**src/rtl/mpr_pkg.sv**
```systemverilog
// Package for the multichannel power ramp core.
// Holds the command codes, register indexes, level constants and FSM state type.
// No dependencies.
package mpr_pkg;

    typedef logic [7:0] level_t;
    typedef logic [3:0] cmd_code_t;
    typedef logic [2:0] cfg_idx_t;

    localparam cmd_code_t CMD_SET_TARGET      = 4'd0;
    localparam cmd_code_t CMD_INC_ALL_TARGETS = 4'd1;
    localparam cmd_code_t CMD_DEC_ALL_TARGETS = 4'd2;
    localparam cmd_code_t CMD_SET_ALL_TARGETS = 4'd3;
    localparam cmd_code_t CMD_SET_OUTPUT      = 4'd4;
    localparam cmd_code_t CMD_SET_ALL_OUTPUTS = 4'd5;
    localparam cmd_code_t CMD_COPY_TARGETS    = 4'd6;
    localparam cmd_code_t CMD_RAMP_UP         = 4'd7;
    localparam cmd_code_t CMD_RAMP_DOWN       = 4'd8;
    localparam cmd_code_t CMD_PATTERN_STEP    = 4'd9;
    localparam cmd_code_t CMD_INC_TARGET      = 4'd10;
    localparam cmd_code_t CMD_DEC_TARGET      = 4'd11;
    localparam cmd_code_t CMD_INC_OUTPUT      = 4'd12;
    localparam cmd_code_t CMD_DEC_OUTPUT      = 4'd13;

    localparam cfg_idx_t CFG_RAMP_UP_DIV_A   = 3'd0;
    localparam cfg_idx_t CFG_RAMP_UP_DIV_B   = 3'd1;
    localparam cfg_idx_t CFG_RAMP_DOWN_DIV_A = 3'd2;
    localparam cfg_idx_t CFG_RAMP_DOWN_DIV_B = 3'd3;
    localparam cfg_idx_t CFG_BANK_SELECT     = 3'd4;

    localparam level_t     LEVEL_MAX     = 8'd255;
    localparam level_t     PATTERN_LEVEL = 8'd100;
    localparam logic [3:0] PATTERN_LEN   = 4'd8;
    localparam logic [2:0] DIV_LAST      = 3'd7;

    typedef enum logic [6:0] {
        S_IDLE  = 7'b0000001,
        S_READ  = 7'b0000010,
        S_CALC  = 7'b0000100,
        S_DIV   = 7'b0001000,
        S_APPLY = 7'b0010000,
        S_FETCH = 7'b0100000,
        S_LOAD  = 7'b1000000
    } state_t;

endpackage

```
**src/rtl/multichannel_power_ramp_core.sv**
```systemverilog
// Top level of the multichannel power ramp core: per-channel target and output
// level memories, a channel sequencer and a shared 8-bit restoring divider.
// Depends on mpr_pkg.
// A single-channel word passes through the read, calculate, fetch and load states; an
// all-channel word repeats read and calculate for every channel, and a ramp word adds
// the divide steps and an apply step per channel (none for a ramp-up channel whose
// target is zero). The divider yields one quotient bit per cycle. One word is worked
// on at a time; the next one is accepted while a result still waits. Reset clears
// all levels through per-entry valid bits, clears the pattern position and sets the
// registers to their reset values at once; no clearing pass is needed.
module multichannel_power_ramp_core #(
    parameter int CHANNELS = 8
) (
    input  logic              clk,
    input  logic              rst_n,
    input  logic              in_valid,
    output logic              in_stall,
    input  mpr_pkg::cmd_code_t cmd,
    input  logic [2:0]        channel,
    input  mpr_pkg::level_t   amount,
    output logic              out_valid,
    input  logic              out_stall,
    output mpr_pkg::level_t   target_level,
    output mpr_pkg::level_t   output_level,
    output logic              all_targets_zero,
    output logic              disable_event,
    input  logic              cfg_valid,
    output logic              cfg_ready,
    input  mpr_pkg::cfg_idx_t cfg_index,
    input  logic [7:0]        cfg_data
);
    import mpr_pkg::*;

    localparam int CLOG = $clog2(CHANNELS);
    localparam int AW = (CLOG > 0) ? CLOG : 1;
    localparam int KW = (CLOG > 3) ? CLOG : 3;
    localparam logic [KW:0] CH_LIM = (KW + 1)'(CHANNELS);
    localparam logic [KW-1:0] LAST_CH = KW'(CHANNELS - 1);

    state_t state_reg, state_next;

    level_t up_div_a_reg, up_div_b_reg, down_div_a_reg, down_div_b_reg;
    logic bank_reg;

    cmd_code_t cmd_reg;
    logic [2:0] ch_reg;
    level_t amt_reg;
    logic [3:0] pat_reg;
    logic [3:0] pattern_index_reg;
    logic [KW-1:0] idx_reg, end_reg;
    logic down_reg;
    logic disable_seen_reg;

    level_t div_d_reg, div_rem_reg, div_quo_reg;
    logic [2:0] div_cnt_reg;

    level_t tmem [CHANNELS];
    level_t omem [CHANNELS];
    logic [CHANNELS-1:0] tvalid_reg, ovalid_reg, nz_reg;
    level_t rd_t_reg, rd_o_reg;
    logic rd_t_hit_reg, rd_o_hit_reg;

    level_t target_level_reg, output_level_reg;
    logic out_valid_reg, all_zero_reg, disable_out_reg;

    logic in_accept, out_accept, rd_en, idx_ok, rd_ok, last_step, go_div;
    logic [KW-1:0] rd_addr, idx_step;
    logic [AW-1:0] wa;
    level_t t_eff, o_eff, t_wd, o_wd, sel_div, pat_val, step_val;
    logic t_we, o_we;
    logic [8:0] t_sum, o_sum, ramp_sum, div_trial;
    level_t t_add, t_sub, o_add, o_sub;
    logic [CHANNELS-1:0] nz_after;

    assign cfg_ready = 1'b1;
    assign in_stall = (state_reg != S_IDLE);
    assign in_accept = in_valid && !in_stall;
    assign out_accept = out_valid_reg && !out_stall;

    assign out_valid = out_valid_reg;
    assign target_level = target_level_reg;
    assign output_level = output_level_reg;
    assign all_targets_zero = all_zero_reg;
    assign disable_event = disable_out_reg;

    assign t_eff = rd_t_hit_reg ? rd_t_reg : '0;
    assign o_eff = rd_o_hit_reg ? rd_o_reg : '0;
    assign idx_ok = ({1'b0, idx_reg} < CH_LIM);
    assign last_step = (idx_reg == end_reg);
    assign idx_step = down_reg ? (idx_reg - KW'(1)) : (idx_reg + KW'(1));
    assign wa = idx_reg[AW-1:0];
    assign rd_en = (state_reg == S_READ) || (state_reg == S_FETCH);
    assign rd_addr = (state_reg == S_FETCH) ? KW'(ch_reg) : idx_reg;
    assign rd_ok = ({1'b0, rd_addr} < CH_LIM);

    always_comb
    begin
        if (cmd == CMD_RAMP_UP)
        begin
            sel_div = bank_reg ? up_div_b_reg : up_div_a_reg;
        end
        else
        begin
            sel_div = bank_reg ? down_div_b_reg : down_div_a_reg;
        end
        if (sel_div == 8'd0)
        begin
            sel_div = 8'd1;
        end
    end

    assign t_sum = {1'b0, t_eff} + {1'b0, amt_reg};
    assign o_sum = {1'b0, o_eff} + {1'b0, amt_reg};
    assign t_add = t_sum[8] ? LEVEL_MAX : t_sum[7:0];
    assign o_add = o_sum[8] ? LEVEL_MAX : o_sum[7:0];
    assign t_sub = (t_eff >= amt_reg) ? (t_eff - amt_reg) : 8'd0;
    assign o_sub = (o_eff >= amt_reg) ? (o_eff - amt_reg) : 8'd0;

    assign pat_val = (pat_reg >= PATTERN_LEN) ? PATTERN_LEVEL :
                     ((idx_reg == KW'(pat_reg[2:0])) ? PATTERN_LEVEL : 8'd0);

    assign step_val = (div_quo_reg == 8'd0) ? 8'd1 : div_quo_reg;
    assign ramp_sum = {1'b0, o_eff} + {1'b0, step_val};
    assign div_trial = {div_rem_reg, div_quo_reg[7]} - {1'b0, div_d_reg};

    always_comb
    begin
        t_we = 1'b0;
        o_we = 1'b0;
        t_wd = t_eff;
        o_wd = o_eff;
        go_div = 1'b0;
        if ((state_reg == S_CALC) && idx_ok)
        begin
            case (cmd_reg)
                CMD_SET_TARGET, CMD_SET_ALL_TARGETS:
                begin
                    t_we = 1'b1;
                    t_wd = amt_reg;
                end
                CMD_INC_TARGET, CMD_INC_ALL_TARGETS:
                begin
                    t_we = 1'b1;
                    t_wd = t_add;
                end
                CMD_DEC_TARGET, CMD_DEC_ALL_TARGETS:
                begin
                    t_we = 1'b1;
                    t_wd = t_sub;
                end
                CMD_PATTERN_STEP:
                begin
                    t_we = 1'b1;
                    t_wd = pat_val;
                end
                CMD_SET_OUTPUT, CMD_SET_ALL_OUTPUTS:
                begin
                    o_we = 1'b1;
                    o_wd = amt_reg;
                end
                CMD_COPY_TARGETS:
                begin
                    o_we = 1'b1;
                    o_wd = t_eff;
                end
                CMD_INC_OUTPUT:
                begin
                    o_we = 1'b1;
                    o_wd = o_add;
                end
                CMD_DEC_OUTPUT:
                begin
                    o_we = 1'b1;
                    o_wd = o_sub;
                end
                CMD_RAMP_UP:
                begin
                    go_div = (t_eff != 8'd0);
                end
                CMD_RAMP_DOWN:
                begin
                    go_div = 1'b1;
                end
                default:
                begin
                    t_we = 1'b0;
                end
            endcase
        end
        else if (state_reg == S_APPLY)
        begin
            o_we = 1'b1;
            if (cmd_reg == CMD_RAMP_UP)
            begin
                o_wd = (ramp_sum <= {1'b0, t_eff}) ? ramp_sum[7:0] : t_eff;
            end
            else
            begin
                o_wd = (o_eff >= step_val) ? (o_eff - step_val) : 8'd0;
            end
        end
    end

    always_comb
    begin
        nz_after = nz_reg;
        nz_after[wa] = (t_wd != 8'd0);
    end

    always_comb
    begin
        state_next = state_reg;
        case (state_reg)
            S_IDLE:
            begin
                if (in_accept)
                begin
                    state_next = S_READ;
                end
            end
            S_READ:
            begin
                state_next = S_CALC;
            end
            S_CALC:
            begin
                if (go_div)
                begin
                    state_next = S_DIV;
                end
                else if (last_step)
                begin
                    state_next = S_FETCH;
                end
                else
                begin
                    state_next = S_READ;
                end
            end
            S_DIV:
            begin
                if (div_cnt_reg == DIV_LAST)
                begin
                    state_next = S_APPLY;
                end
            end
            S_APPLY:
            begin
                state_next = last_step ? S_FETCH : S_READ;
            end
            S_FETCH:
            begin
                state_next = S_LOAD;
            end
            S_LOAD:
            begin
                if (!out_valid_reg || !out_stall)
                begin
                    state_next = S_IDLE;
                end
            end
            default:
            begin
                state_next = S_IDLE;
            end
        endcase
    end

    always_ff @(posedge clk or negedge rst_n)
    begin
        if (!rst_n)
        begin
            state_reg <= S_IDLE;
            up_div_a_reg <= 8'd1;
            up_div_b_reg <= 8'd5;
            down_div_a_reg <= 8'd1;
            down_div_b_reg <= 8'd5;
            bank_reg <= 1'b0;
            pattern_index_reg <= '0;
            disable_seen_reg <= 1'b0;
            out_valid_reg <= 1'b0;
            tvalid_reg <= '0;
            ovalid_reg <= '0;
            nz_reg <= '0;
            rd_t_hit_reg <= 1'b0;
            rd_o_hit_reg <= 1'b0;
            div_cnt_reg <= '0;
        end
        else
        begin
            state_reg <= state_next;

            if (cfg_valid && cfg_ready)
            begin
                case (cfg_index)
                    CFG_RAMP_UP_DIV_A:   up_div_a_reg <= cfg_data;
                    CFG_RAMP_UP_DIV_B:   up_div_b_reg <= cfg_data;
                    CFG_RAMP_DOWN_DIV_A: down_div_a_reg <= cfg_data;
                    CFG_RAMP_DOWN_DIV_B: down_div_b_reg <= cfg_data;
                    CFG_BANK_SELECT:     bank_reg <= cfg_data[0];
                    default:             bank_reg <= bank_reg;
                endcase
            end

            if (in_accept)
            begin
                disable_seen_reg <= 1'b0;
                if (cmd == CMD_PATTERN_STEP)
                begin
                    if (pattern_index_reg >= PATTERN_LEN)
                    begin
                        pattern_index_reg <= '0;
                    end
                    else
                    begin
                        pattern_index_reg <= pattern_index_reg + 4'd1;
                    end
                end
            end
            else if (t_we && (nz_after == '0))
            begin
                disable_seen_reg <= 1'b1;
            end

            if (t_we)
            begin
                tvalid_reg[wa] <= 1'b1;
                nz_reg <= nz_after;
            end
            if (o_we)
            begin
                ovalid_reg[wa] <= 1'b1;
            end

            if (rd_en)
            begin
                rd_t_hit_reg <= rd_ok && tvalid_reg[rd_addr[AW-1:0]];
                rd_o_hit_reg <= rd_ok && ovalid_reg[rd_addr[AW-1:0]];
            end

            if (state_reg == S_CALC)
            begin
                div_cnt_reg <= '0;
            end
            else if (state_reg == S_DIV)
            begin
                div_cnt_reg <= div_cnt_reg + 3'd1;
            end

            if ((state_reg == S_LOAD) && (!out_valid_reg || !out_stall))
            begin
                out_valid_reg <= 1'b1;
            end
            else if (out_accept)
            begin
                out_valid_reg <= 1'b0;
            end
        end
    end

    always_ff @(posedge clk)
    begin
        if (t_we)
        begin
            tmem[wa] <= t_wd;
        end
        if (o_we)
        begin
            omem[wa] <= o_wd;
        end
        if (rd_en)
        begin
            rd_t_reg <= tmem[rd_addr[AW-1:0]];
            rd_o_reg <= omem[rd_addr[AW-1:0]];
        end
    end

    always_ff @(posedge clk)
    begin
        if (in_accept)
        begin
            cmd_reg <= cmd;
            ch_reg <= channel;
            amt_reg <= amount;
            pat_reg <= pattern_index_reg;
            div_d_reg <= sel_div;
            down_reg <= 1'b0;
            case (cmd)
                CMD_SET_TARGET, CMD_SET_OUTPUT, CMD_INC_TARGET, CMD_DEC_TARGET,
                CMD_INC_OUTPUT, CMD_DEC_OUTPUT:
                begin
                    idx_reg <= KW'(channel);
                    end_reg <= KW'(channel);
                end
                CMD_INC_ALL_TARGETS, CMD_DEC_ALL_TARGETS, CMD_SET_ALL_TARGETS,
                CMD_SET_ALL_OUTPUTS, CMD_COPY_TARGETS, CMD_RAMP_UP, CMD_RAMP_DOWN:
                begin
                    idx_reg <= '0;
                    end_reg <= LAST_CH;
                end
                CMD_PATTERN_STEP:
                begin
                    if ((pattern_index_reg == 4'd0) || (pattern_index_reg >= PATTERN_LEN))
                    begin
                        idx_reg <= '0;
                        end_reg <= LAST_CH;
                    end
                    else
                    begin
                        // The new channel is lit before the previous one is cleared.
                        idx_reg <= KW'(pattern_index_reg[2:0]);
                        end_reg <= KW'(pattern_index_reg[2:0]) - KW'(1);
                        down_reg <= 1'b1;
                    end
                end
                default:
                begin
                    idx_reg <= KW'(channel);
                    end_reg <= KW'(channel);
                end
            endcase
        end
        else if (((state_reg == S_CALC) && !go_div) || (state_reg == S_APPLY))
        begin
            if (!last_step)
            begin
                idx_reg <= idx_step;
            end
        end

        if (state_reg == S_CALC)
        begin
            div_rem_reg <= '0;
            div_quo_reg <= t_eff;
        end
        else if (state_reg == S_DIV)
        begin
            if (!div_trial[8])
            begin
                div_rem_reg <= div_trial[7:0];
                div_quo_reg <= {div_quo_reg[6:0], 1'b1};
            end
            else
            begin
                div_rem_reg <= {div_rem_reg[6:0], div_quo_reg[7]};
                div_quo_reg <= {div_quo_reg[6:0], 1'b0};
            end
        end

        if ((state_reg == S_LOAD) && (!out_valid_reg || !out_stall))
        begin
            target_level_reg <= t_eff;
            output_level_reg <= o_eff;
            all_zero_reg <= (nz_reg == '0);
            disable_out_reg <= disable_seen_reg;
        end
    end

    a_target_write_in_calc: assert property (
        @(posedge clk) disable iff (!rst_n)
        t_we |-> (state_reg == S_CALC)
    ) else $error("target memory written outside the calculate state");

    a_output_write_state: assert property (
        @(posedge clk) disable iff (!rst_n)
        o_we |-> ((state_reg == S_CALC) || (state_reg == S_APPLY))
    ) else $error("output memory written outside calculate or apply");

    a_divider_length: assert property (
        @(posedge clk) disable iff (!rst_n)
        ((state_reg == S_DIV) && (div_cnt_reg == DIV_LAST)) |=> (state_reg == S_APPLY)
    ) else $error("divider did not hand over after eight steps");

    a_accept_starts_walk: assert property (
        @(posedge clk) disable iff (!rst_n)
        in_accept |=> ((state_reg == S_READ) && !disable_seen_reg)
    ) else $error("accepted word did not start a clean channel walk");

endmodule

```
**config.mk**
```make
export PLATFORM = sky130hd
export DESIGN_NAME = multichannel_power_ramp_core
export DESIGN_NICKNAME = d
export VERILOG_FILES = /design/src/rtl/mpr_pkg.sv /design/src/rtl/multichannel_power_ramp_core.sv
export SDC_FILE = /design/constraint.sdc
export NUM_CORES = 1
export LEC_CHECK = 0
export BUFFER_PORTS_ARGS = -buffer_cell sky130_fd_sc_hd__buf_2
export CORE_ASPECT_RATIO = 0.6
export CORE_MARGIN = 5
export CORE_UTILIZATION = 57
export DETAILED_ROUTE_END_ITERATION = 8
export GPL_ROUTABILITY_DRIVEN = 0
export GPL_TIMING_DRIVEN = 0
export PLACE_DENSITY = 0.8
export SLEW_MARGIN = 20
export SYNTH_ARGS = -nofsm -noshare
export SYNTH_HDL_FRONTEND = slang
export SYNTH_SLANG_ARGS = --single-unit
```
**constraint.sdc**
```tcl
create_clock -name clk -period 3.5 [get_ports clk]
set_input_delay 0 -clock clk [delete_from_list [all_inputs] [get_ports clk]]
set_output_delay 0 -clock clk [all_outputs]
set_load 0.005 [all_outputs]
```
## Word level (Yosys, flattened, before mapping)

Memories as Yosys holds them, arrays and structs flattened. A register that Yosys moved wholly into a read port is not among the register bits.
Index checks and enable logic that the tools add are counted.

| word-level totals | value |
|---|---|
| output and inout port bits | 21 |
| input port bits | 31 |
| word-level logic and storage cells | 201 |
| memories kept | 2 |
| flip-flop bits (word level) | 143 |
| bits in writable memories | 128 |

| cells by class | value |
|---|---|
| $lt $le $gt $ge | 9 |
| muxes and demuxes | 65 |
| eq/ne operators | 40 |
| bitwise logic cells | 2 |
| add/subtract/negate cells | 12 |
| reduce and logical (&&, ||, !) cells | 42 |

Memories:

| name | words | bits a word | read ports | clocked after memory_dff | write ports | line | RTL |
|---|---|---|---|---|---|---|---|
| omem | 8 | 8 | 1 | 1 | 1 | multichannel_power_ramp_core.sv:58 | `level_t omem [CHANNELS];` |
| tmem | 8 | 8 | 1 | 1 | 1 | multichannel_power_ramp_core.sv:57 | `level_t tmem [CHANNELS];` |

Operator list:

| cell | number |
|---|---|
| 8-bit two-way mux | 19 |
| 8-bit case mux with 4 select lines | 2 |
| 7-bit case mux with 7 select lines | 1 |
| 7-bit two-way mux | 5 |
| 4-bit equality test, second input constant | 8 |
| 8-bit logical NOT | 4 |
| 4-bit by 3-bit equality test with 1-bit output, second input constant | 7 |
| 8-bit by 8-bit adder with 9-bit output | 3 |
| 3-bit two-way mux | 9 |
| 8-bit greater-or-equal comparator | 3 |
| 8-bit subtractor | 3 |
| 1-bit two-way mux | 19 |
| 4-bit by 2-bit equality test with 1-bit output, second input constant | 4 |
| 8-bit bitwise OR | 2 |
| 8-bit nonzero test | 2 |
| 2-bit AND reduction | 7 |
| 7-bit OR reduction | 2 |
| 6-bit two-way mux | 2 |
| 3-bit case mux with 2 select lines | 2 |
| 9-bit by 8-bit <= comparator with 1-bit output | 1 |
| 9-bit by 8-bit subtractor with 9-bit output | 1 |
| 8-bit bitwise mux | 1 |
| 4-bit by 1-bit equality test with 1-bit output, second input constant | 2 |
| 4-bit greater-or-equal comparator, second input constant | 2 |
| 32 further kinds | 59 |

## Depth between registers and ports, before layout

| depth | value |
|---|---|
| depth after elaboration | 11 |
| depth in mapped cells | 18 |
| gate-level depth less buffers | 18 |

## Least setup slack after synthesis

Ideal clock, no wire load.

| timing path | value |
|---|---|
| path type | reg-to-reg |
| from | register rd_t_hit_reg |
| to | register nz_reg[0] |
| required time | 3.315 ns |
| arrival | 3.691 ns |
| setup slack | -0.375 ns |
| period minus slack after synthesis | 3.875 ns |
| buffers on the path | 4 |
| library setup time | 0.185 ns |
| stages on the path, launching flop included | 18 |
| path through | dfrtp_1 buf_6 buf_8 clkbuf_1 nand2_1 ha_1 inv_1 ha_1 nor3b_1 a211oi_2 a211oi_2 a211oi_2 buf_6 o22ai_1 or3_4 a2111o_1 nor4_4 a21oi_1 |

| between the ends | value |
|---|---|
| cells in the longest elaborated chain, start to end | 7 |
| elaborated cells on any way between the ends | 10 |
| those cells by class | 2 x add/sub; 1 x order compare; 6 x mux; 1 x reduce/logical |

RTL lines:

| element | line | RTL |
|---|---|---|
| from (decl) | multichannel_power_ramp_core.sv:61 | `logic rd_t_hit_reg, rd_o_hit_reg;` |
| from (signal assigned) | multichannel_power_ramp_core.sv:337 | `rd_t_hit_reg <= rd_ok && tvalid_reg[rd_addr[AW-1:0]];` |
| 8-bit two-way mux (*) | multichannel_power_ramp_core.sv:86 | `assign t_eff = rd_t_hit_reg ? rd_t_reg : '0;` |
| 8-bit subtractor (tied with other cells) | multichannel_power_ramp_core.sv:116 | `assign t_sub = (t_eff >= amt_reg) ? (t_eff - amt_reg) : 8'd0;` |
| 8-bit two-way mux, on equally long branches | multichannel_power_ramp_core.sv:116, multichannel_power_ramp_core.sv:114 |  |
| 8-bit case mux with 4 select lines | multichannel_power_ramp_core.sv:135 | `case (cmd_reg)` |
| 8-bit two-way mux (*) | multichannel_power_ramp_core.sv:133 | `if ((state_reg == S_CALC) && idx_ok)` |
| net t_wd[2] | multichannel_power_ramp_core.sv:69 | `level_t t_eff, o_eff, t_wd, o_wd, sel_div, pat_val, step_val;` |
| 8-bit nonzero test (*) | multichannel_power_ramp_core.sv:207 | `nz_after[wa] = (t_wd != 8'd0);` |
| 8-bit bitwise mux (*) | multichannel_power_ramp_core.sv:207 |  |
| to (signal assigned) | multichannel_power_ramp_core.sv:328 | `nz_reg <= nz_after;` |
| to (decl) | multichannel_power_ramp_core.sv:59 | `logic [CHANNELS-1:0] tvalid_reg, ovalid_reg, nz_reg;` |

The timed path passes the listed nets; every way through them passes the cells marked *.
A chain may end at the register's enable or synchronous reset.

## Worst setup path in the final report

| timing path | value |
|---|---|
| from | register div_quo_reg[7] |
| to | memory omem[0][7] (netlist bit), data pin |

| between the ends | value |
|---|---|
| cells in the longest elaborated chain, start to end | 8 |
| elaborated cells on any way between the ends | 11 |
| those cells by class | 2 x add/sub; 2 x order compare; 6 x mux; 1 x reduce/logical |

RTL lines:

| element | line | RTL |
|---|---|---|
| from (decl) | multichannel_power_ramp_core.sv:54 | `level_t div_d_reg, div_rem_reg, div_quo_reg;` |
| from (signal assigned) | multichannel_power_ramp_core.sv:434 | `div_quo_reg <= t_eff;` |
| from (signal assigned) | multichannel_power_ramp_core.sv:441 | `div_quo_reg <= {div_quo_reg[6:0], 1'b1};` |
| from (signal assigned) | multichannel_power_ramp_core.sv:446 | `div_quo_reg <= {div_quo_reg[6:0], 1'b0};` |
| 8-bit logical NOT | multichannel_power_ramp_core.sv:122 | `assign step_val = (div_quo_reg == 8'd0) ? 8'd1 : div_quo_reg;` |
| 8-bit two-way mux (*) | multichannel_power_ramp_core.sv:122 |  |
| 8-bit by 8-bit adder with 9-bit output | multichannel_power_ramp_core.sv:123 | `assign ramp_sum = {1'b0, o_eff} + {1'b0, step_val};` |
| 9-bit by 8-bit <= comparator with 1-bit output | multichannel_power_ramp_core.sv:195 | `o_wd = (ramp_sum <= {1'b0, t_eff}) ? ramp_sum[7:0] : t_eff;` |
| 8-bit two-way mux | multichannel_power_ramp_core.sv:195 |  |
| 8-bit two-way mux (*) | multichannel_power_ramp_core.sv:193 | `if (cmd_reg == CMD_RAMP_UP)` |
| 8-bit two-way mux (*) | multichannel_power_ramp_core.sv:190 | `else if (state_reg == S_APPLY)` |
| 8-bit two-way mux (*) | multichannel_power_ramp_core.sv:133 |  |
| net o_wd[7] | multichannel_power_ramp_core.sv:69 |  |
| to (decl) | multichannel_power_ramp_core.sv:58 |  |

Marks and branches as above.

==> impl_metrics.json <==
{
  "hp-class": "in -> reg",
  "synth-edff-count": 204,
  "cp_max_fo": 8,
  "finalCriticalPeriod_ps": 4100,
  "power-per-cell-area_nw_per_um2": 823,
  "grt_pass1_vias": 12800,
  "p_sw_share_pct": 41.3,
  "synth-async-reset-ratio_pct": 26.1,
  "reg_top3": "omem: 64 flops, tmem: 64 flops",
  "synthesis.nets": 1555,
  "leakagePower_uw": 0.00743,
  "syn_area_per_cell_um2": 10.6,
  "setup_viol": 81,
  "fin_area_um2": 18700,
  "hold_viol_final": 0,
  "area_growth_pct": 20.8,
  "maxCapViolations": 0,
  "switchingPower_uw": 6360,
  "timing_worst_setup_path_type": "reg -> reg",
  "status": "finished with violations",
  "first_pass_iters": 8,
  "netlist_area_um2": 15500,
  "drcViolationCount": 0,
  "clkSinkCount": 287,
  "antenna_found_initial": 0,
  "finalWorstSetupSlack_ps": -597,
  "mostFrequentLayoutCell": "nand2_1",
  "num_rows": 46,
  "layout-drive-gt1-share_pct": 23.2,
  "tightestPinTransition_ps": 1240,
  "cts_root_buf": "clkbuf_16",
  "fillers": 1777,
  "comb_power_share_pct": 48.7,
  "cts_tree": "done",
  "cp.required_ps": 3810,
  "finalClockSkew_ps": 14.9,
  "die_y_um": 138,
  "rsz0062_at_grt": "yes",
  "p_seq_share_pct": 31.3,
  "worst_slew_margin_rel_pct": 16.7,
  "routed_wl_um": 47300,
  "yosysSeqAreaShare_pct": 52.8,
  "diodes": 0,
  "arrival_ps": 4400,
  "slew_violations": 0,
  "fin_hold_ws_ps": 149,
  "grt_use_total_pct": 30.5,
  "dpl_cell_area_um2": 16400,
  "period_share_pct": 117,
  "cts_buffers": 27,
  "syn_inst": 1459,
  "fmax_mhz": 244,
  "ant_nets": 0,
  "ir_worst_vdd_mv": 0.468,
  "worstSetupStartpointType": "flop",
  "post_drt_wl_per_cell_um": 23.4,
  "synth-seq-cells": 287,
  "synth-main-ff-cell": "edfxtp_1",
  "violations": "setup timing",
  "fin_nets": 1737,
  "core_um2": 26600,
  "dieWidth_um": 223,
  "grt_pass1_wl_um": 72800,
  "detail_route.vias_per_cell": 6.57,
  "synth_cell_type_count": 98,
  "ios": 52,
  "clk_latency_ps": 570,
  "post-dp-hpwl_um": 31400,
  "clk_pin_slew_ps": 70,
  "die_area_um2": 30700,
  "grt_start_max_net_pins": 40,
  "gr-total-overflow": 0,
  "layout_common_cells": "nand2_1, edfxtp_1, nand3_1",
  "internal-power_uw": 9030,
  "initial_core_util_pct": 58.2,
  "h-tree-depth": 1,
  "clock_path_buffers": 3,
  "portBuffers": 50,
  "clock_power_share_pct": 20.1,
  "endpoint_kind": "flop",
  "yosys_warnings": 0,
  "vias": 13300,
  "drtIter0Drc": 2280
}
## through the flow
stage	TNS, ps	cells	total power (uW)	worst slack (ps)	util (%)
after floorplan	-992	1459	8970	-83.1	-
after global placement	-113780	1869	10500	-1370	61.2
after detailed placement	-95130	1877	10800	-1500	61.7
after CTS	-42990	2008	14700	-684	69.3
after global routing	-48900	2022	16000	-765	70.3
final	-38520	2022	15400	-597	70.3
## worst max-delay path, stage by stage, from the launching register on
cell and delay [ps]:
edfxtp_1 440, nor4_4 370, a41o_1 290, ha_4 170, fa_2 200, nand2b_1 70
a21oi_2 200, o21ai_2 90, a21oi_2 160, nor2_1 70, xnor2_1 140, ha_1 320
nand2_2 80, nor3_2 170, nand2_1 110, o211ai_1 140, buf_4 180, nand2_2 90
mux2i_2 230, o211ai_1 120, buf_4 190
## metal layers
| metal | global-route usage, % | vias up | share of wire [%] |
|---|---|---|---|
| met3 | 9.39 | 182 | 15 |
| met5 | 0 | - | 0 |
| met4 | 7.99 | 0 | 3.2 |
| li1 | - | 5690 | - |
| met1 | 43.9 | 6382 | 40 |
| met2 | 45.5 | 1029 | 42 |
## layout make-up
type	instances	area [um2]	share of cell area (%)
timing repair buffer	156	1230	6.59
inverter	75	303	1.62
tap	360	450	2.41
buffer	76	404	2.16
multi-input combinational	1018	7220	38.6
sequential	287	8170	43.7
clock buffer	30	687	3.67
clock inverter	20	233	1.24
## cell families after synthesis
logic type	synth area share, %
simple gates	17.6
flops	52.8
compound gates	12.4
buf+inv	4.38
fa+ha+maj	5.61
mux	4.64
xor+xnor	2.58
other cells	0.0242
## power groups by stage
stage	registers [uW]	clock network, uW	logic (uW)
3_3_place_gp	4810	0	5710
3_5_place_dp	4830	0	5940
4_1_cts	4770	3090	6830
2_1_floorplan	4710	0	4260
5_1_grt	4850	3260	7940
6_report	4810	3080	7490
## cells in the mapped netlist (14+ instances only)
master      n  area share, %
nand4_1    14           0.57
a21oi_1    62            2.0
dfrtp_1    68             11
a21o_1     15           0.73
xor2_1     14           0.79
nor3_1     27           0.87
nand2_1   236            5.7
ha_1       59            4.8
mux2_2     38            2.8
nand3_1   102            3.3
a31oi_1    15           0.61
o21ai_0    65            2.1
or2_2      17           0.69
o22ai_1    16           0.65
clkbuf_1   58            1.4
nor2b_1    15           0.61
inv_1      69            1.7
edfxtp_1  204             40
xnor2_1    29            1.6
nor2_1     71            1.7
## what timing repair did
item                                    in CTS  in global routing
endpoints found under the setup margin     113                166
endpoints found under the hold margin      133                  0
gates cloned                                 2                  0
resized for setup                           63                 60
hold buffers                                33                  0
pin swaps                                   37                 36
setup buffers                               48                 17
## path summary, 6_finish.rpt
| check | to | start | slack (ps) | cells after the start |
|---|---|---|---|---|
| max | omem[0][7]$_DFFE_PP_ | div_quo_reg[7]$_DFFE_PP_ | -600 | 20 |
| min | amt_reg[2]$_DFFE_PP_ | amount[2] | 150 | 2 |
| max reg2reg | omem[0][7]$_DFFE_PP_ | div_quo_reg[7]$_DFFE_PP_ | -600 | 20 |
| min reg2reg | pat_reg[2]$_DFFE_PP_ | pattern_index_reg[2]$_DFFE_PN0P_ | 460 | 0 |
| max in group asynchronous | up_div_b_reg[0]$_DFFE_PN1P_ | rst_n | 2650 | 4 |
| min in group asynchronous | down_div_a_reg[0]$_DFFE_PN1P_ | rst_n | 540 | 3 |
(Power assumes the default switching activity.)
